### src/rtl/core/default_route_selector_unit_assert.svh
// ---------------------------------------------------------------------------
// Assertion macros for the default route selector
// Clocked implication checks with an asynchronous active-low reset.
// ---------------------------------------------------------------------------
`ifndef DEFAULT_ROUTE_SELECTOR_UNIT_ASSERT_SVH
`define DEFAULT_ROUTE_SELECTOR_UNIT_ASSERT_SVH

// same-cycle implication
`define DRS_ASSERT_IMPLIES(label, clk_s, rst_s, ante, cons, msg) \
	label: assert property (@(posedge clk_s) disable iff (!rst_s) (ante) |-> (cons)) \
		else $error(msg);

// next-cycle implication
`define DRS_ASSERT_NEXT(label, clk_s, rst_s, ante, cons, msg) \
	label: assert property (@(posedge clk_s) disable iff (!rst_s) (ante) |=> (cons)) \
		else $error(msg);

`endif

### src/rtl/core/drs_pkg.sv
// ---------------------------------------------------------------------------
// drs_pkg
// Shared types and constants of the default route selector.
// ---------------------------------------------------------------------------
package drs_pkg;

	localparam int unsigned NUM_LINKS   = 3;
	localparam int unsigned QUEUE_DEPTH = 2;
	localparam int unsigned IFACE_IN_W  = 3;
	localparam int unsigned ADDR_W      = 32;
	localparam int unsigned RSSI_W      = 8;
	localparam int unsigned TIME_W      = 32;
	localparam int unsigned CNT_W       = 32;

	typedef enum logic [1:0] {
		IF_NONE   = 2'd0,
		IF_WIFI   = 2'd1,
		IF_ETH    = 2'd2,
		IF_THREAD = 2'd3
	} iface_t;

	typedef enum logic [1:0] {
		EDGE_NONE    = 2'd0,
		EDGE_UP      = 2'd1,
		EDGE_DOWN    = 2'd2,
		EDGE_CHANGED = 2'd3
	} route_edge_t;

	typedef struct packed {
		logic [ADDR_W-1:0]        ip;
		logic [ADDR_W-1:0]        mask;
		logic [ADDR_W-1:0]        gateway;
		logic signed [RSSI_W-1:0] rssi;
	} link_rec_t;

	// classified report, as held in the queue
	typedef struct packed {
		logic              known;
		iface_t            ifc;
		logic              up;
		link_rec_t         rec;
		logic [TIME_W-1:0] now;
	} job_t;

	typedef struct packed {
		route_edge_t              edge_res;
		logic                     record_changed;
		iface_t                   active_iface;
		logic                     route_up;
		logic [CNT_W-1:0]         route_count;
		logic [ADDR_W-1:0]        active_ip;
		logic [ADDR_W-1:0]        active_mask;
		logic [ADDR_W-1:0]        active_gateway;
		logic signed [RSSI_W-1:0] active_rssi;
		logic [TIME_W-1:0]        route_age_ms;
	} result_t;

endpackage

### src/rtl/core/drs_if.sv
// ---------------------------------------------------------------------------
// drs_report_if / drs_result_if
// Valid/ready channels carrying link reports and route status words.
// ---------------------------------------------------------------------------
interface drs_report_if;
	logic                                valid;
	logic                                ready;
	logic [drs_pkg::IFACE_IN_W-1:0]      iface;
	logic                                link_up;
	logic [drs_pkg::ADDR_W-1:0]          ip_addr;
	logic [drs_pkg::ADDR_W-1:0]          net_mask;
	logic [drs_pkg::ADDR_W-1:0]          gateway_addr;
	logic signed [drs_pkg::RSSI_W-1:0]   signal_rssi;
	logic [drs_pkg::TIME_W-1:0]          now_ms;

	modport source (output valid, iface, link_up, ip_addr, net_mask, gateway_addr,
		signal_rssi, now_ms, input ready);
	modport sink (input valid, iface, link_up, ip_addr, net_mask, gateway_addr,
		signal_rssi, now_ms, output ready);
endinterface

interface drs_result_if;
	logic                                valid;
	logic                                ready;
	logic [1:0]                          edge_res;
	logic                                record_changed;
	logic [1:0]                          active_iface;
	logic                                route_up;
	logic [drs_pkg::CNT_W-1:0]           route_count;
	logic [drs_pkg::ADDR_W-1:0]          active_ip;
	logic [drs_pkg::ADDR_W-1:0]          active_mask;
	logic [drs_pkg::ADDR_W-1:0]          active_gateway;
	logic signed [drs_pkg::RSSI_W-1:0]   active_rssi;
	logic [drs_pkg::TIME_W-1:0]          route_age_ms;

	modport source (output valid, edge_res, record_changed, active_iface, route_up,
		route_count, active_ip, active_mask, active_gateway, active_rssi, route_age_ms,
		input ready);
	modport sink (input valid, edge_res, record_changed, active_iface, route_up,
		route_count, active_ip, active_mask, active_gateway, active_rssi, route_age_ms,
		output ready);
endinterface

### src/rtl/core/drs_front.sv
// ---------------------------------------------------------------------------
// drs_front
// Classifies a report word: interface check, down-link zeroing.
// ---------------------------------------------------------------------------
module drs_front (
	drs_report_if.sink       report,
	output drs_pkg::job_t    job,
	output logic             job_valid,
	input  logic             job_ready
);

	always_comb begin
		job.known = (report.iface[drs_pkg::IFACE_IN_W-1] == 1'b0) &&
			(drs_pkg::iface_t'(report.iface[1:0]) != drs_pkg::IF_NONE);
		job.ifc   = drs_pkg::iface_t'(report.iface[1:0]);
		job.up    = report.link_up;
		job.now   = report.now_ms;
		if (report.link_up) begin
			job.rec.ip      = report.ip_addr;
			job.rec.mask    = report.net_mask;
			job.rec.gateway = report.gateway_addr;
			job.rec.rssi    = report.signal_rssi;
		end else begin
			job.rec = '0;
		end
	end

	assign job_valid    = report.valid;
	assign report.ready = job_ready;

endmodule

### src/rtl/core/drs_queue.sv
// ---------------------------------------------------------------------------
// drs_queue
// Small FIFO of classified reports between front and back.
// ---------------------------------------------------------------------------
`include "default_route_selector_unit_assert.svh"

module drs_queue #(
	parameter int unsigned Depth = drs_pkg::QUEUE_DEPTH
) (
	input  logic          clk,
	input  logic          arst_n,
	input  drs_pkg::job_t push_data,
	input  logic          push_valid,
	output logic          push_ready,
	output drs_pkg::job_t pop_data,
	output logic          pop_valid,
	input  logic          pop_ready
);

	localparam int unsigned PtrW = (Depth > 1) ? $clog2(Depth) : 1;
	localparam int unsigned CntW = $clog2(Depth + 1);

	drs_pkg::job_t    mem_q [Depth];
	logic [PtrW-1:0]  wr_ptr_q;
	logic [PtrW-1:0]  rd_ptr_q;
	logic [CntW-1:0]  count_q;
	logic             push;
	logic             pop;

	assign push_ready = (count_q != CntW'(Depth));
	assign pop_valid  = (count_q != '0);
	assign push       = push_valid && push_ready;
	assign pop        = pop_valid && pop_ready;
	assign pop_data   = mem_q[rd_ptr_q];

	always_ff @(posedge clk) begin
		if (push) begin
			mem_q[wr_ptr_q] <= push_data;
		end
	end

	always_ff @(posedge clk or negedge arst_n) begin
		if (!arst_n) begin
			wr_ptr_q <= '0;
			rd_ptr_q <= '0;
			count_q  <= '0;
		end else begin
			if (push) begin
				wr_ptr_q <= (wr_ptr_q == PtrW'(Depth - 1)) ? '0 : wr_ptr_q + PtrW'(1);
			end
			if (pop) begin
				rd_ptr_q <= (rd_ptr_q == PtrW'(Depth - 1)) ? '0 : rd_ptr_q + PtrW'(1);
			end
			if (push && !pop) begin
				count_q <= count_q + CntW'(1);
			end else if (pop && !push) begin
				count_q <= count_q - CntW'(1);
			end
		end
	end

	`DRS_ASSERT_NEXT(a_cnt_inc, clk, arst_n, push && !pop, count_q == $past(count_q) + CntW'(1), "queue count did not grow on push")
	`DRS_ASSERT_NEXT(a_cnt_dec, clk, arst_n, pop && !push, count_q == $past(count_q) - CntW'(1), "queue count did not shrink on pop")
	`DRS_ASSERT_IMPLIES(a_empty_ptrs, clk, arst_n, count_q == '0, rd_ptr_q == wr_ptr_q, "empty queue with pointers apart")

endmodule

### src/rtl/core/drs_back.sv
// ---------------------------------------------------------------------------
// drs_back
// Link records, route selection, edge logic and the result register.
// ---------------------------------------------------------------------------
`include "default_route_selector_unit_assert.svh"

module drs_back (
	input  logic          clk,
	input  logic          arst_n,
	input  drs_pkg::job_t job,
	input  logic          job_valid,
	output logic          job_ready,
	drs_result_if.source  result
);

	logic                              flag_q [drs_pkg::NUM_LINKS];
	drs_pkg::link_rec_t                rec_q  [drs_pkg::NUM_LINKS];
	drs_pkg::iface_t                   cur_q;
	logic [drs_pkg::CNT_W-1:0]         count_q;
	logic [drs_pkg::TIME_W-1:0]        start_q;
	drs_pkg::result_t                  res_q;
	logic                              res_valid_q;

	logic                              flag_n [drs_pkg::NUM_LINKS];
	drs_pkg::link_rec_t                rec_n  [drs_pkg::NUM_LINKS];
	logic [drs_pkg::NUM_LINKS-1:0]     hit;
	logic [drs_pkg::NUM_LINKS-1:0]     route_eq;
	logic [drs_pkg::NUM_LINKS-1:0]     full_eq;
	logic                              addr_match;
	logic                              rewrite;
	drs_pkg::iface_t                   sel;
	drs_pkg::iface_t                   cur_n;
	drs_pkg::route_edge_t              edge_n;
	logic [drs_pkg::CNT_W-1:0]         count_n;
	logic [drs_pkg::TIME_W-1:0]        start_n;
	drs_pkg::link_rec_t                act;
	drs_pkg::result_t                  res_n;
	logic                              accept;

	assign job_ready = !res_valid_q || result.ready;
	assign accept    = job_valid && job_ready;

	// per-link compare against the incoming record
	always_comb begin
		for (int k = 0; k < drs_pkg::NUM_LINKS; k++) begin
			hit[k]      = job.known && (job.ifc == drs_pkg::iface_t'(2'(k + 1)));
			route_eq[k] = (flag_q[k] == job.up) && (rec_q[k].ip == job.rec.ip) &&
				(rec_q[k].mask == job.rec.mask) && (rec_q[k].gateway == job.rec.gateway);
			full_eq[k]  = route_eq[k] && (rec_q[k].rssi == job.rec.rssi);
		end
		addr_match = |(hit & route_eq);
		rewrite    = |(hit & ~full_eq);
		for (int k = 0; k < drs_pkg::NUM_LINKS; k++) begin
			flag_n[k] = (hit[k] && rewrite) ? job.up : flag_q[k];
			rec_n[k]  = (hit[k] && rewrite) ? job.rec : rec_q[k];
		end
	end

	// fixed preference: ethernet, wifi station, thread
	always_comb begin
		if (flag_n[2'(drs_pkg::IF_ETH) - 2'd1]) begin
			sel = drs_pkg::IF_ETH;
		end else if (flag_n[2'(drs_pkg::IF_WIFI) - 2'd1]) begin
			sel = drs_pkg::IF_WIFI;
		end else if (flag_n[2'(drs_pkg::IF_THREAD) - 2'd1]) begin
			sel = drs_pkg::IF_THREAD;
		end else begin
			sel = drs_pkg::IF_NONE;
		end
	end

	always_comb begin
		edge_n  = drs_pkg::EDGE_NONE;
		cur_n   = cur_q;
		count_n = count_q;
		start_n = start_q;
		if (rewrite) begin
			if (cur_q == drs_pkg::IF_NONE && sel != drs_pkg::IF_NONE) begin
				edge_n  = drs_pkg::EDGE_UP;
				cur_n   = sel;
				count_n = count_q + 1'b1;
				start_n = job.now;
			end else if (cur_q != drs_pkg::IF_NONE && sel == drs_pkg::IF_NONE) begin
				edge_n  = drs_pkg::EDGE_DOWN;
				cur_n   = drs_pkg::IF_NONE;
				start_n = '0;
			end else if (cur_q != sel) begin
				edge_n  = drs_pkg::EDGE_CHANGED;
				cur_n   = sel;
				count_n = count_q + 1'b1;
				start_n = job.now;
			end else if (job.ifc == cur_q && !addr_match) begin
				// active link got a new address set
				edge_n  = drs_pkg::EDGE_CHANGED;
				count_n = count_q + 1'b1;
				start_n = job.now;
			end
		end
	end

	// status of the route after this word
	always_comb begin
		act = '0;
		for (int k = 0; k < drs_pkg::NUM_LINKS; k++) begin
			if (cur_n == drs_pkg::iface_t'(2'(k + 1))) begin
				act = rec_n[k];
			end
		end
		res_n.edge_res       = edge_n;
		res_n.record_changed = rewrite;
		res_n.active_iface   = cur_n;
		res_n.route_up       = (cur_n != drs_pkg::IF_NONE);
		res_n.route_count    = count_n;
		res_n.active_ip      = act.ip;
		res_n.active_mask    = act.mask;
		res_n.active_gateway = act.gateway;
		res_n.active_rssi    = (cur_n == drs_pkg::IF_WIFI) ? act.rssi : '0;
		res_n.route_age_ms   = res_n.route_up ? (job.now - start_n) : '0;
	end

	always_ff @(posedge clk or negedge arst_n) begin
		if (!arst_n) begin
			for (int k = 0; k < drs_pkg::NUM_LINKS; k++) begin
				flag_q[k] <= 1'b0;
				rec_q[k]  <= '0;
			end
			cur_q       <= drs_pkg::IF_NONE;
			count_q     <= '0;
			start_q     <= '0;
			res_valid_q <= 1'b0;
		end else begin
			if (accept) begin
				for (int k = 0; k < drs_pkg::NUM_LINKS; k++) begin
					flag_q[k] <= flag_n[k];
					rec_q[k]  <= rec_n[k];
				end
				cur_q       <= cur_n;
				count_q     <= count_n;
				start_q     <= start_n;
				res_valid_q <= 1'b1;
			end else if (result.ready) begin
				res_valid_q <= 1'b0;
			end
		end
	end

	always_ff @(posedge clk) begin
		if (accept) begin
			res_q <= res_n;
		end
	end

	assign result.valid          = res_valid_q;
	assign result.edge_res       = res_q.edge_res;
	assign result.record_changed = res_q.record_changed;
	assign result.active_iface   = res_q.active_iface;
	assign result.route_up       = res_q.route_up;
	assign result.route_count    = res_q.route_count;
	assign result.active_ip      = res_q.active_ip;
	assign result.active_mask    = res_q.active_mask;
	assign result.active_gateway = res_q.active_gateway;
	assign result.active_rssi    = res_q.active_rssi;
	assign result.route_age_ms   = res_q.route_age_ms;

	`DRS_ASSERT_IMPLIES(a_up_has_route, clk, arst_n, res_valid_q && res_q.edge_res == drs_pkg::EDGE_UP, res_q.route_up && res_q.route_age_ms == '0, "up edge without fresh route")
	`DRS_ASSERT_IMPLIES(a_down_no_route, clk, arst_n, res_valid_q && res_q.edge_res == drs_pkg::EDGE_DOWN, !res_q.route_up && res_q.active_iface == drs_pkg::IF_NONE, "down edge with route left")
	`DRS_ASSERT_IMPLIES(a_edge_rewrite, clk, arst_n, res_valid_q && res_q.edge_res != drs_pkg::EDGE_NONE, res_q.record_changed, "edge without record rewrite")

endmodule

### src/rtl/core/default_route_selector_unit.sv
// ---------------------------------------------------------------------------
// default_route_selector_unit
// Link report tracker with fixed-preference default route selection.
// ---------------------------------------------------------------------------
// Takes one link report word per cycle while the FIFO has room and returns one
// status word per report, in order. A report is classified in the front
// (interface check, down links zeroed), waits in a short FIFO, and is applied in
// the back: the record compare, the ethernet/wifi/thread preference, the edge
// decision, the route counter and the route age are all combinational ahead of
// the result register, so sustained throughput is one report per clock while
// each status word is taken. A report passes the FIFO storage, then the output
// register, where its status word waits while the FIFO keeps taking reports
// until it holds QueueDepth of them. Reports for interface codes other than wifi
// station, ethernet and thread leave all state alone and echo the current route.
module default_route_selector_unit #(
	parameter int unsigned QueueDepth = drs_pkg::QUEUE_DEPTH
) (
	input  logic         clk,
	input  logic         arst_n,
	drs_report_if.sink   report,
	drs_result_if.source result
);

	// front -> queue
	drs_pkg::job_t front_job;
	logic          front_valid;
	logic          front_ready;

	// queue -> back
	drs_pkg::job_t back_job;
	logic          back_valid;
	logic          back_ready;

	drs_front u_front (
		.report    (report),
		.job       (front_job),
		.job_valid (front_valid),
		.job_ready (front_ready)
	);

	drs_queue #(
		.Depth (QueueDepth)
	) u_queue (
		.clk        (clk),
		.arst_n     (arst_n),
		.push_data  (front_job),
		.push_valid (front_valid),
		.push_ready (front_ready),
		.pop_data   (back_job),
		.pop_valid  (back_valid),
		.pop_ready  (back_ready)
	);

	// records, selection and the result register
	drs_back u_back (
		.clk       (clk),
		.arst_n    (arst_n),
		.job       (back_job),
		.job_valid (back_valid),
		.job_ready (back_ready),
		.result    (result)
	);

endmodule
### src/flat_wrapper.sv
// flat-port wrapper written by rule: the top's interface ports become plain ports
module default_route_selector_unit_flat 
#(
	parameter int unsigned QueueDepth = drs_pkg::QUEUE_DEPTH
)
  (clk, arst_n, report_valid, report_iface, report_link_up, report_ip_addr, report_net_mask, report_gateway_addr, report_signal_rssi, report_now_ms, report_ready, result_valid, result_edge_res, result_record_changed, result_active_iface, result_route_up, result_route_count, result_active_ip, result_active_mask, result_active_gateway, result_active_rssi, result_route_age_ms, result_ready);
  drs_report_if report_i ();
  drs_result_if result_i ();
  input  logic clk;
  input  logic arst_n;
  input wire logic [$bits(report_i.valid)-1:0] report_valid;
  input wire logic [$bits(report_i.iface)-1:0] report_iface;
  input wire logic [$bits(report_i.link_up)-1:0] report_link_up;
  input wire logic [$bits(report_i.ip_addr)-1:0] report_ip_addr;
  input wire logic [$bits(report_i.net_mask)-1:0] report_net_mask;
  input wire logic [$bits(report_i.gateway_addr)-1:0] report_gateway_addr;
  input wire logic [$bits(report_i.signal_rssi)-1:0] report_signal_rssi;
  input wire logic [$bits(report_i.now_ms)-1:0] report_now_ms;
  output wire logic [$bits(report_i.ready)-1:0] report_ready;
  output wire logic [$bits(result_i.valid)-1:0] result_valid;
  output wire logic [$bits(result_i.edge_res)-1:0] result_edge_res;
  output wire logic [$bits(result_i.record_changed)-1:0] result_record_changed;
  output wire logic [$bits(result_i.active_iface)-1:0] result_active_iface;
  output wire logic [$bits(result_i.route_up)-1:0] result_route_up;
  output wire logic [$bits(result_i.route_count)-1:0] result_route_count;
  output wire logic [$bits(result_i.active_ip)-1:0] result_active_ip;
  output wire logic [$bits(result_i.active_mask)-1:0] result_active_mask;
  output wire logic [$bits(result_i.active_gateway)-1:0] result_active_gateway;
  output wire logic [$bits(result_i.active_rssi)-1:0] result_active_rssi;
  output wire logic [$bits(result_i.route_age_ms)-1:0] result_route_age_ms;
  input wire logic [$bits(result_i.ready)-1:0] result_ready;
  assign report_i.valid = report_valid;
  assign report_i.iface = report_iface;
  assign report_i.link_up = report_link_up;
  assign report_i.ip_addr = report_ip_addr;
  assign report_i.net_mask = report_net_mask;
  assign report_i.gateway_addr = report_gateway_addr;
  assign report_i.signal_rssi = report_signal_rssi;
  assign report_i.now_ms = report_now_ms;
  assign report_ready = report_i.ready;
  assign result_valid = result_i.valid;
  assign result_edge_res = result_i.edge_res;
  assign result_record_changed = result_i.record_changed;
  assign result_active_iface = result_i.active_iface;
  assign result_route_up = result_i.route_up;
  assign result_route_count = result_i.route_count;
  assign result_active_ip = result_i.active_ip;
  assign result_active_mask = result_i.active_mask;
  assign result_active_gateway = result_i.active_gateway;
  assign result_active_rssi = result_i.active_rssi;
  assign result_route_age_ms = result_i.route_age_ms;
  assign result_i.ready = result_ready;
  default_route_selector_unit #(.QueueDepth(QueueDepth)) u_core (.clk(clk), .arst_n(arst_n), .report(report_i), .result(result_i));
endmodule
### config.mk
export PLATFORM = sky130hd
export DESIGN_NAME = default_route_selector_unit_flat
export DESIGN_NICKNAME = d
export VERILOG_FILES = /design/src/rtl/core/drs_pkg.sv /design/src/rtl/core/drs_if.sv /design/src/rtl/core/drs_front.sv /design/src/rtl/core/drs_queue.sv /design/src/rtl/core/drs_back.sv /design/src/rtl/core/default_route_selector_unit.sv /design/src/flat_wrapper.sv
export VERILOG_INCLUDE_DIRS = /design/src /design/src/rtl/core
export SDC_FILE = /design/constraint.sdc
export NUM_CORES = 2
export LEC_CHECK = 0
export ABC_CLOCK_PERIOD_IN_PS = 11300
export BUFFER_PORTS_ARGS = -buffer_cell sky130_fd_sc_hd__buf_2
export CAP_MARGIN = 10
export CORE_MARGIN = 4
export CORE_UTILIZATION = 26
export DETAILED_ROUTE_END_ITERATION = 10
export PLACE_DENSITY_LB_ADDON = 0.3
export SLEW_MARGIN = 20
export SYNTH_ARGS = -nofsm -noshare
export SYNTH_HDL_FRONTEND = slang
export SYNTH_SLANG_ARGS = --single-unit
### constraint.sdc
create_clock -name clk -period 11.3 [get_ports clk]
set_input_delay 0.565 -clock clk [delete_from_list [all_inputs] [get_ports clk]]
set_output_delay 0.565 -clock clk [all_outputs]
set_load 0.03 [all_outputs]
## Word-level counts from Yosys, hierarchy flattened

Memories as Yosys holds them, arrays and structs flattened.
Index checks and enable logic that the tools add are counted.

| storage, ports and cells | value |
|---|---|
| memories | 1 |
| bits in registers | 560 |
| output and inout port bits | 176 |
| RAM bits | 280 |
| input port bits | 144 |

Memory list:

| memory | words | width | rd ports | clocked after Yosys merged registers in | write ports | line | text |
|---|---|---|---|---|---|---|---|
| u_core.u_queue.mem_q | 2 | 140 | 1 | 0 | 1 | drs_queue.sv:23 | `drs_pkg::job_t mem_q [Depth];` |

| cells by class | value |
|---|---|
| multiplexer cells | 39 |
| $add $sub $neg | 6 |
| bitwise logic cells | 5 |
| equal/unequal tests | 24 |
| reductions and logical operators | 43 |

Operators with widths:

| kind | count |
|---|---|
| two-way mux 104 bit | 7 |
| two-way mux 32 bit | 10 |
| == test 32 bit | 9 |
| adder 32 x 1 -> 32 bit, second input constant | 1 |
| subtractor 32 bit | 1 |
| logical AND 1 bit | 26 |
| == test 8 bit | 3 |
| two-way mux 2 bit | 12 |
| nonzero test 2 bit | 7 |
| two-way mux 1 bit | 10 |
| == test 2 bit, second input constant | 4 |
| AND 3 bit | 2 |
| OR reduction 3 bit | 2 |
| == test 2 x 1 -> 1 bit, second input constant | 2 |
| logical NOT 1 bit | 4 |
| logical NOT 2 bit | 2 |
| == test 1 bit | 3 |
| NOT 3 bit | 1 |
| adder 1 bit, second input constant | 2 |
| adder 2 x 1 -> 2 bit, second input constant | 1 |
| == test 2 bit | 1 |
| != test 2 bit | 1 |
| != test 2 bit, second input constant | 1 |
| NOT 1 bit | 2 |
| other kinds (3) | 3 |

## Longest topological paths before layout

An unclocked memory read counts as a cell.

| logic depth | value |
|---|---|
| depth in word-level cells | 23 |
| depth in mapped cells | 31 |
| depth with buffers taken out | 27 |

## Modules after synthesis

Synthesis repeated with hierarchy kept, for this count alone.

| unflattened totals | value |
|---|---|
| cell total of the unflattened synthesis | 3082 |
| area total of the unflattened synthesis | 40894.2 um2 |

By module, submodules not included:

| module | cells each | seq. area each (um2) | area each (um2) | times used |
|---|---|---|---|---|
| drs_back | 2475 | 14784.2 | 29188.0 | 1 |
| drs_queue | 454 | 8508.2 | 10669.0 | 1 |
| drs_front | 153 | 0.0 | 1037.2 | 1 |

## Least setup slack after synthesis

Ideal clock, no wire load.

| timing | value |
|---|---|
| kind | reg2reg |
| start | reg u_core.u_queue.rd_ptr_q |
| end | reg u_core.u_back.res_q (netlist bit u_core.u_back.result.route_age_ms[28]), data pin |
| stages on the path, launching flop included | 32 |
| library setup time | 0.263 ns |
| clock period less this slack | 7.537 ns |
| required time | 11.037 ns |
| path buffers | 5 |
| path slack | 3.763 ns |
| arrival time | 7.274 ns |
| cells stage by stage | dfrtp_1 buf_2 buf_6 buf_6 mux2i_2 o2bb2ai_1 nor4_1 nand4_1 nor4_1 a211oi_1 o211a_1 nor3_1 mux2_2 a21oi_4 nand2_2 inv_2 buf_4 buf_2 a21oi_1 fa_1 a21o_1 a21o_1 a21o_1 a21oi_1 a21oi_1 o41ai_1 o211ai_1 o311ai_0 o221ai_1 o21ai_0 o21ai_0 mux2i_1 |

| between the ends | value |
|---|---|
| cells in the longest elaborated chain, start to end | 20 |

RTL lines:

| item | line | text |
|---|---|---|
| from (decl) | drs_queue.sv:25 | `logic [PtrW-1:0] rd_ptr_q;` |
| from (signal assigned) | drs_queue.sv:52 | `rd_ptr_q <= (rd_ptr_q == PtrW'(Depth - 1)) ? '0 : rd_ptr_q + PtrW'(1);` |
| memory read (2 x 140 bit) (*) | -- |  |
| == test 32 bit or == test 1 bit (tied branches) | drs_back.sv:47 | `route_eq[k] = (flag_q[k] == job.up) && (rec_q[k].ip == job.rec.ip) &&` |
| logical AND 1 bit (2 in a row) | drs_back.sv:47 |  |
| logical AND 1 bit | drs_back.sv:48 | `(rec_q[k].mask == job.rec.mask) && (rec_q[k].gateway == job.rec.gateway);` |
| logical AND 1 bit | drs_back.sv:49 | `full_eq[k] = route_eq[k] && (rec_q[k].rssi == job.rec.rssi);` |
| NOT 3 bit | drs_back.sv:52 | `rewrite = \|(hit & ~full_eq);` |
| AND 3 bit | drs_back.sv:52 |  |
| OR reduction 3 bit | drs_back.sv:52 |  |
| (+3 left out) | -- |  |
| two-way mux 2 bit | drs_back.sv:63 | `end else if (flag_n[2'(drs_pkg::IF_WIFI) - 2'd1]) begin` |
| two-way mux 2 bit | drs_back.sv:61 | `if (flag_n[2'(drs_pkg::IF_ETH) - 2'd1]) begin` |
| != test 2 bit or logical NOT 2 bit (tied branches) | drs_back.sv:87, drs_back.sv:83 |  |
| two-way mux 32 bit (tied with other cells) | drs_back.sv:87 | `end else if (cur_q != sel) begin` |
| two-way mux 32 bit or two-way mux 2 bit (tied branches) | drs_back.sv:83 | `end else if (cur_q != drs_pkg::IF_NONE && sel == drs_pkg::IF_NONE) begin` |
| two-way mux 32 bit or two-way mux 2 bit (tied branches) | drs_back.sv:78 | `if (cur_q == drs_pkg::IF_NONE && sel != drs_pkg::IF_NONE) begin` |
| two-way mux 32 bit or two-way mux 2 bit (tied branches) | drs_back.sv:77 | `if (rewrite) begin` |
| subtractor 32 bit or nonzero test 2 bit (tied branches) | drs_back.sv:118, drs_back.sv:112 |  |
| to (signal assigned) | drs_back.sv:149 | `res_q <= res_n;` |
| to (decl) | drs_back.sv:21 | `drs_pkg::result_t res_q;` |

Mark *: on every way between the ends. The rest lies on a longest branch, timed or not.
A chain may end at the register's enable or synchronous reset.

## Worst setup path in the final report

| timing | value |
|---|---|
| start | reg u_core.u_queue.rd_ptr_q |
| end | reg u_core.u_back.res_q (netlist bit u_core.u_back.result.route_age_ms[28]), data pin |

| between the ends | value |
|---|---|
| cells in the longest elaborated chain, start to end | 20 |

RTL lines:

| item | line | text |
|---|---|---|
| memory read (2 x 140 bit) (*) | -- |  |
| == test 32 bit or == test 1 bit (tied branches) | drs_back.sv:47 |  |
| logical AND 1 bit (2 in a row) | drs_back.sv:47 |  |
| logical AND 1 bit | drs_back.sv:48 |  |
| logical AND 1 bit | drs_back.sv:49 |  |
| NOT 3 bit | drs_back.sv:52 |  |
| AND 3 bit | drs_back.sv:52 |  |
| OR reduction 3 bit | drs_back.sv:52 |  |
| (+4 left out) | -- |  |
| two-way mux 2 bit | drs_back.sv:61 |  |
| != test 2 bit or logical NOT 2 bit (tied branches) | drs_back.sv:87, drs_back.sv:83 |  |
| two-way mux 32 bit or logical AND 1 bit (tied branches) | drs_back.sv:87, drs_back.sv:83 |  |
| two-way mux 32 bit | drs_back.sv:83 |  |
| two-way mux 32 bit | drs_back.sv:78 |  |
| two-way mux 32 bit (*) | drs_back.sv:77 |  |
| via u_core.u_back.start_n, one bit | drs_back.sv:35 | `logic [drs_pkg::TIME_W-1:0] start_n;` |
| subtractor 32 bit (*) | drs_back.sv:118 | `res_n.route_age_ms = res_n.route_up ? (job.now - start_n) : '0;` |

Mark *: on every way through the listed nets, which the timed path passes. The rest lies on a longest branch.

==> impl_metrics.json <==
{
  "synth_warnings": 0,
  "pin_count": 320,
  "place.gp.congestion": 0.931,
  "post_drt_wl_per_cell_um": 23.5,
  "post_cts_buffers": 0,
  "io_buffers": 319,
  "cts_num_sinks": 840,
  "crit_path_end_kind": "flip-flop",
  "max_freq_mhz": 102,
  "die_x_um": 401,
  "final.fill_count": 15800,
  "dp_cells": 5719,
  "area_delta_synth_final_pct": 17.4,
  "ys.flop_type": "edfxtp_1",
  "max_stage_delay_ns": 0.84,
  "setup_viol": 0,
  "dr.pass1.iters": 5,
  "syn_inst": 3507,
  "finalNetCount": 3955,
  "setup_tns_ns": 0,
  "clkTransAtPathRegs_ns": 0.06,
  "crit_slowest_cell": "dfrtp_4",
  "dp_hpwl_mm": 96.9,
  "wl_mm": 139,
  "synth_simple_gate_area_share_pct": 11.7,
  "antenna_found_initial": 19,
  "grt_pass1_vias": 27200,
  "syn_nets": 3685,
  "synth_top_family_by_area": "compound AO/OA/AOI/OAI gates",
  "synth_compound_area_share_pct": 12.0,
  "htree_num_levels": 3,
  "synthAdderAreaFrac_pct": 1.08,
  "path_class": "reg2reg",
  "drcViolationCount": 0,
  "tritoncts": "done",
  "hp-class": "in2reg",
  "final_cell_count_no_fill": 5906,
  "syn_area_sq_um": 40200,
  "slew_viol_final": 0,
  "avgSynthCellArea_sq_um": 11.5,
  "worstPathRequired_ns": 11.74,
  "tightest_slew_ns": 1.08,
  "num_vias": 28500,
  "synth_cell_type_count": 74,
  "max_slew_margin_pct": 28.1,
  "status": "finished clean",
  "num_rows": 144,
  "vias_per_cell": 4.83,
  "crit_fanout": 34,
  "synth-edff-count": 454,
  "die-area_sq_um": 161000,
  "cts-buffers-inserted": 93,
  "drtAntennaViolNets": 0,
  "grt_pass1_wl_mm": 199,
  "finalHoldViolCount": 0,
  "maxCapViolCount": 0,
  "grt-ovfl-total": 0,
  "rsz0062_at_grt": "no",
  "grt_max_degree": 209,
  "hold_ws_ns": 0.0727,
  "min_period_over_period_pct": 87.0,
  "grt_usage_pct": 16.7,
  "period_needed_ns": 9.83,
  "ys_seq_area_share_pct": 57.9,
  "crit_arrival_ns": 10.28,
  "clock_latency_ns": 0.72,
  "synthArstFlopShare_pct": 46.0,
  "synth_xor_area_share_pct": 8.64,
  "worstSetupStartpointType": "flip-flop",
  "coreArea_sq_um": 154000,
  "synth.area.mux_share_pct": 6.30,
  "die_y_um": 401,
  "ys_ff_latch": 840,
  "ctsLongestPathBuffers": 3,
  "drt-initial-drc-count": 2709,
  "initial_core_util_pct": 26.2,
  "root_buffer": "clkbuf_16",
  "reg2reg_slack_ns": 1.47,
  "skew_ns": 0.0480,
  "layout-drive-gt1-share_pct": 17.8
}
[cell type report]
cell class / count / area [sq um] / share of cell area, %
multi-input combinational: 2447 / 16100 / 34.0
clock inverter: 59 / 618 / 1.31
antenna: 5 / 12.5 / 0.0265
sequential: 840 / 23300 / 49.3
inverter: 22 / 90.1 / 0.191
timing repair buffer: 373 / 2080 / 4.41
tap: 2044 / 2560 / 5.42
clock buffer: 116 / 2490 / 5.28
[logic make-up (layout without fill, tap and decap cells)]
| group | count (synthesis) | count (layout) |
|---|---|---|
| AOI/OAI and AO/OA | 847 | 847 |
| xor gates and xnor gates | 397 | 397 |
| adders and majority gates | 34 | 34 |
| buffers and inverters | 220 | 570 |
| DFF | 840 | 840 |
| muxes | 159 | 159 |
| other | 0 | 5 |
| and+or+nand+nor | 1010 | 1010 |
[critical path, delay by kind of cell (launching register included)]
| kind | cells | cell delay (ns) |
|---|---|---|
| buffers and inverters | 5 | 1.15 |
| xor gates and xnor gates | 1 | 0.17 |
| and+or+nand+nor | 4 | 2.10 |
| DFF | 1 | 0.84 |
| adders and majority gates | 2 | 0.62 |
| AOI/OAI and AO/OA | 15 | 3.59 |
| muxes | 3 | 1.05 |
[final timing paths]
path	start	cells after the start	endpoint
max in group asynchronous	arst_n	4	u_core.u_back.rec_q[311]
min in group asynchronous	arst_n	2	u_core.u_back.count_q[8]
hold reg to reg	u_core.u_back.start_q[11]	1	u_core.u_back.start_q[11]
hold / removal	report_now_ms[1]	1	u_core.u_queue.mem_q[1][1]
setup reg to reg	u_core.u_queue.rd_ptr_q	30	u_core.u_back.result.route_age_ms[28]
setup / recovery	u_core.u_queue.rd_ptr_q	30	u_core.u_back.result.route_age_ms[28]
[layer usage]
metal	wire [um]	GRT usage, %
met1	62800	23.5
met2	61700	25.3
met3	9250	3.21
met4	5020	6.38
met5	56	0
[sequential cells by signal, summed over array words and instances, names as in the netlist]
| register | count |
|---|---|
| u_core.u_queue.count_q | 2 |
| u_core.u_back.result.active_gateway | 32 |
| u_core.u_back.result.active_rssi | 8 |
| u_core.u_back.rec_q | 312 |
| u_core.u_queue.wr_ptr_q | 1 |
| u_core.u_back.result.valid | 1 |
| u_core.u_back.result.edge_res | 2 |
| u_core.u_back.result.route_up | 1 |
| u_core.u_back.count_q | 32 |
| u_core.u_back.cur_q | 2 |
| u_core.u_back.result.route_age_ms | 32 |
| u_core.u_back.start_q | 32 |
| u_core.u_back.result.active_ip | 32 |
| u_core.u_back.result.active_mask | 32 |
| u_core.u_queue.rd_ptr_q | 1 |
| u_core.u_back.result.active_iface | 2 |
| u_core.u_queue.mem_q | 280 |
| u_core.u_back.result.record_changed | 1 |
| u_core.u_back.result.route_count | 32 |
| u_core.u_back.flag_q | 3 |
[layout by cell type, fill, tap and decap left out, types with 7 or more instances in the layout]
cell type,n
clkbuf_16,93
clkinv_2,17
nand3_1,39
dlygate4sd3_1,7
nand4_1,41
mux2_2,34
nor2b_1,35
and2_1,111
dfrtp_1,385
a221o_1,12
a21o_1,14
mux2i_2,43
edfxtp_1,454
and3_1,22
bufinv_16,9
clkbuf_1,15
mux2i_1,21
a211oi_1,11
o22ai_1,77
clkbuf_8,8
nand2b_1,12
buf_4,44
a21oi_1,335
clkinvlp_4,9
nand2_1,261
xnor2_1,367
clkinv_1,13
xor2_1,30
mux2i_4,60
o2bb2ai_1,9
nor4_1,76
o21ai_0,306
a22o_1,34
ha_1,33
inv_1,17
o221ai_1,9
buf_2,317
nor2_1,368
nor3_1,14
[per-stage QoR]
step                util [%]  setup WS (ns)  area [sq um]
finish                  30.7           1.47         47200
detailed placement      28.6           1.57         44000
global placement        28.6           1.59         44000
CTS                     30.7           1.54         47200
floorplan                  -           3.76         40200
global route            30.7          0.900         47200
[timing repair]
item,CTS,global route
hold endpoints to repair,94,0
endpoints found under the setup margin,0,0
hold buffers,7,0
gates resized for setup,0,0
[synthesized netlist by cell type, types with 3 or more instances]
library cell / count / share of area, %
clkbuf_1: 149 / 1.4
a31oi_1: 5 / 0.078
and4_1: 4 / 0.087
or3_1: 4 / 0.062
buf_4: 8 / 0.15
o221ai_1: 9 / 0.20
a21oi_1: 336 / 4.2
a21o_1: 14 / 0.26
nand2b_1: 12 / 0.19
buf_2: 25 / 0.31
mux2i_1: 22 / 0.55
xnor2_1: 367 / 8.0
dfrtp_1: 386 / 24
mux2_2: 34 / 0.95
o2bb2ai_1: 9 / 0.20
nor2b_1: 35 / 0.54
nor2_1: 372 / 3.5
and2_1: 111 / 1.7
o21ai_0: 307 / 3.8
nor3_1: 14 / 0.17
nand3_1: 39 / 0.49
a221o_1: 12 / 0.30
and3_1: 23 / 0.36
buf_6: 11 / 0.31
mux2i_2: 43 / 1.5
edfxtp_1: 454 / 34
ha_1: 33 / 1.0
nor4_1: 76 / 1.2
a211oi_1: 11 / 0.21
a22o_1: 34 / 0.74
xor2_1: 30 / 0.65
nand2_1: 267 / 2.5
inv_1: 17 / 0.16
o32ai_1: 3 / 0.065
o22ai_1: 77 / 1.2
inv_2: 5 / 0.047
mux2i_4: 59 / 3.3
buf_1: 5 / 0.047
nand4_1: 41 / 0.64
Power is left out: the tool's default activity adds up to more than one toggle a clock period on the data nets, which glitch-free logic cannot reach.
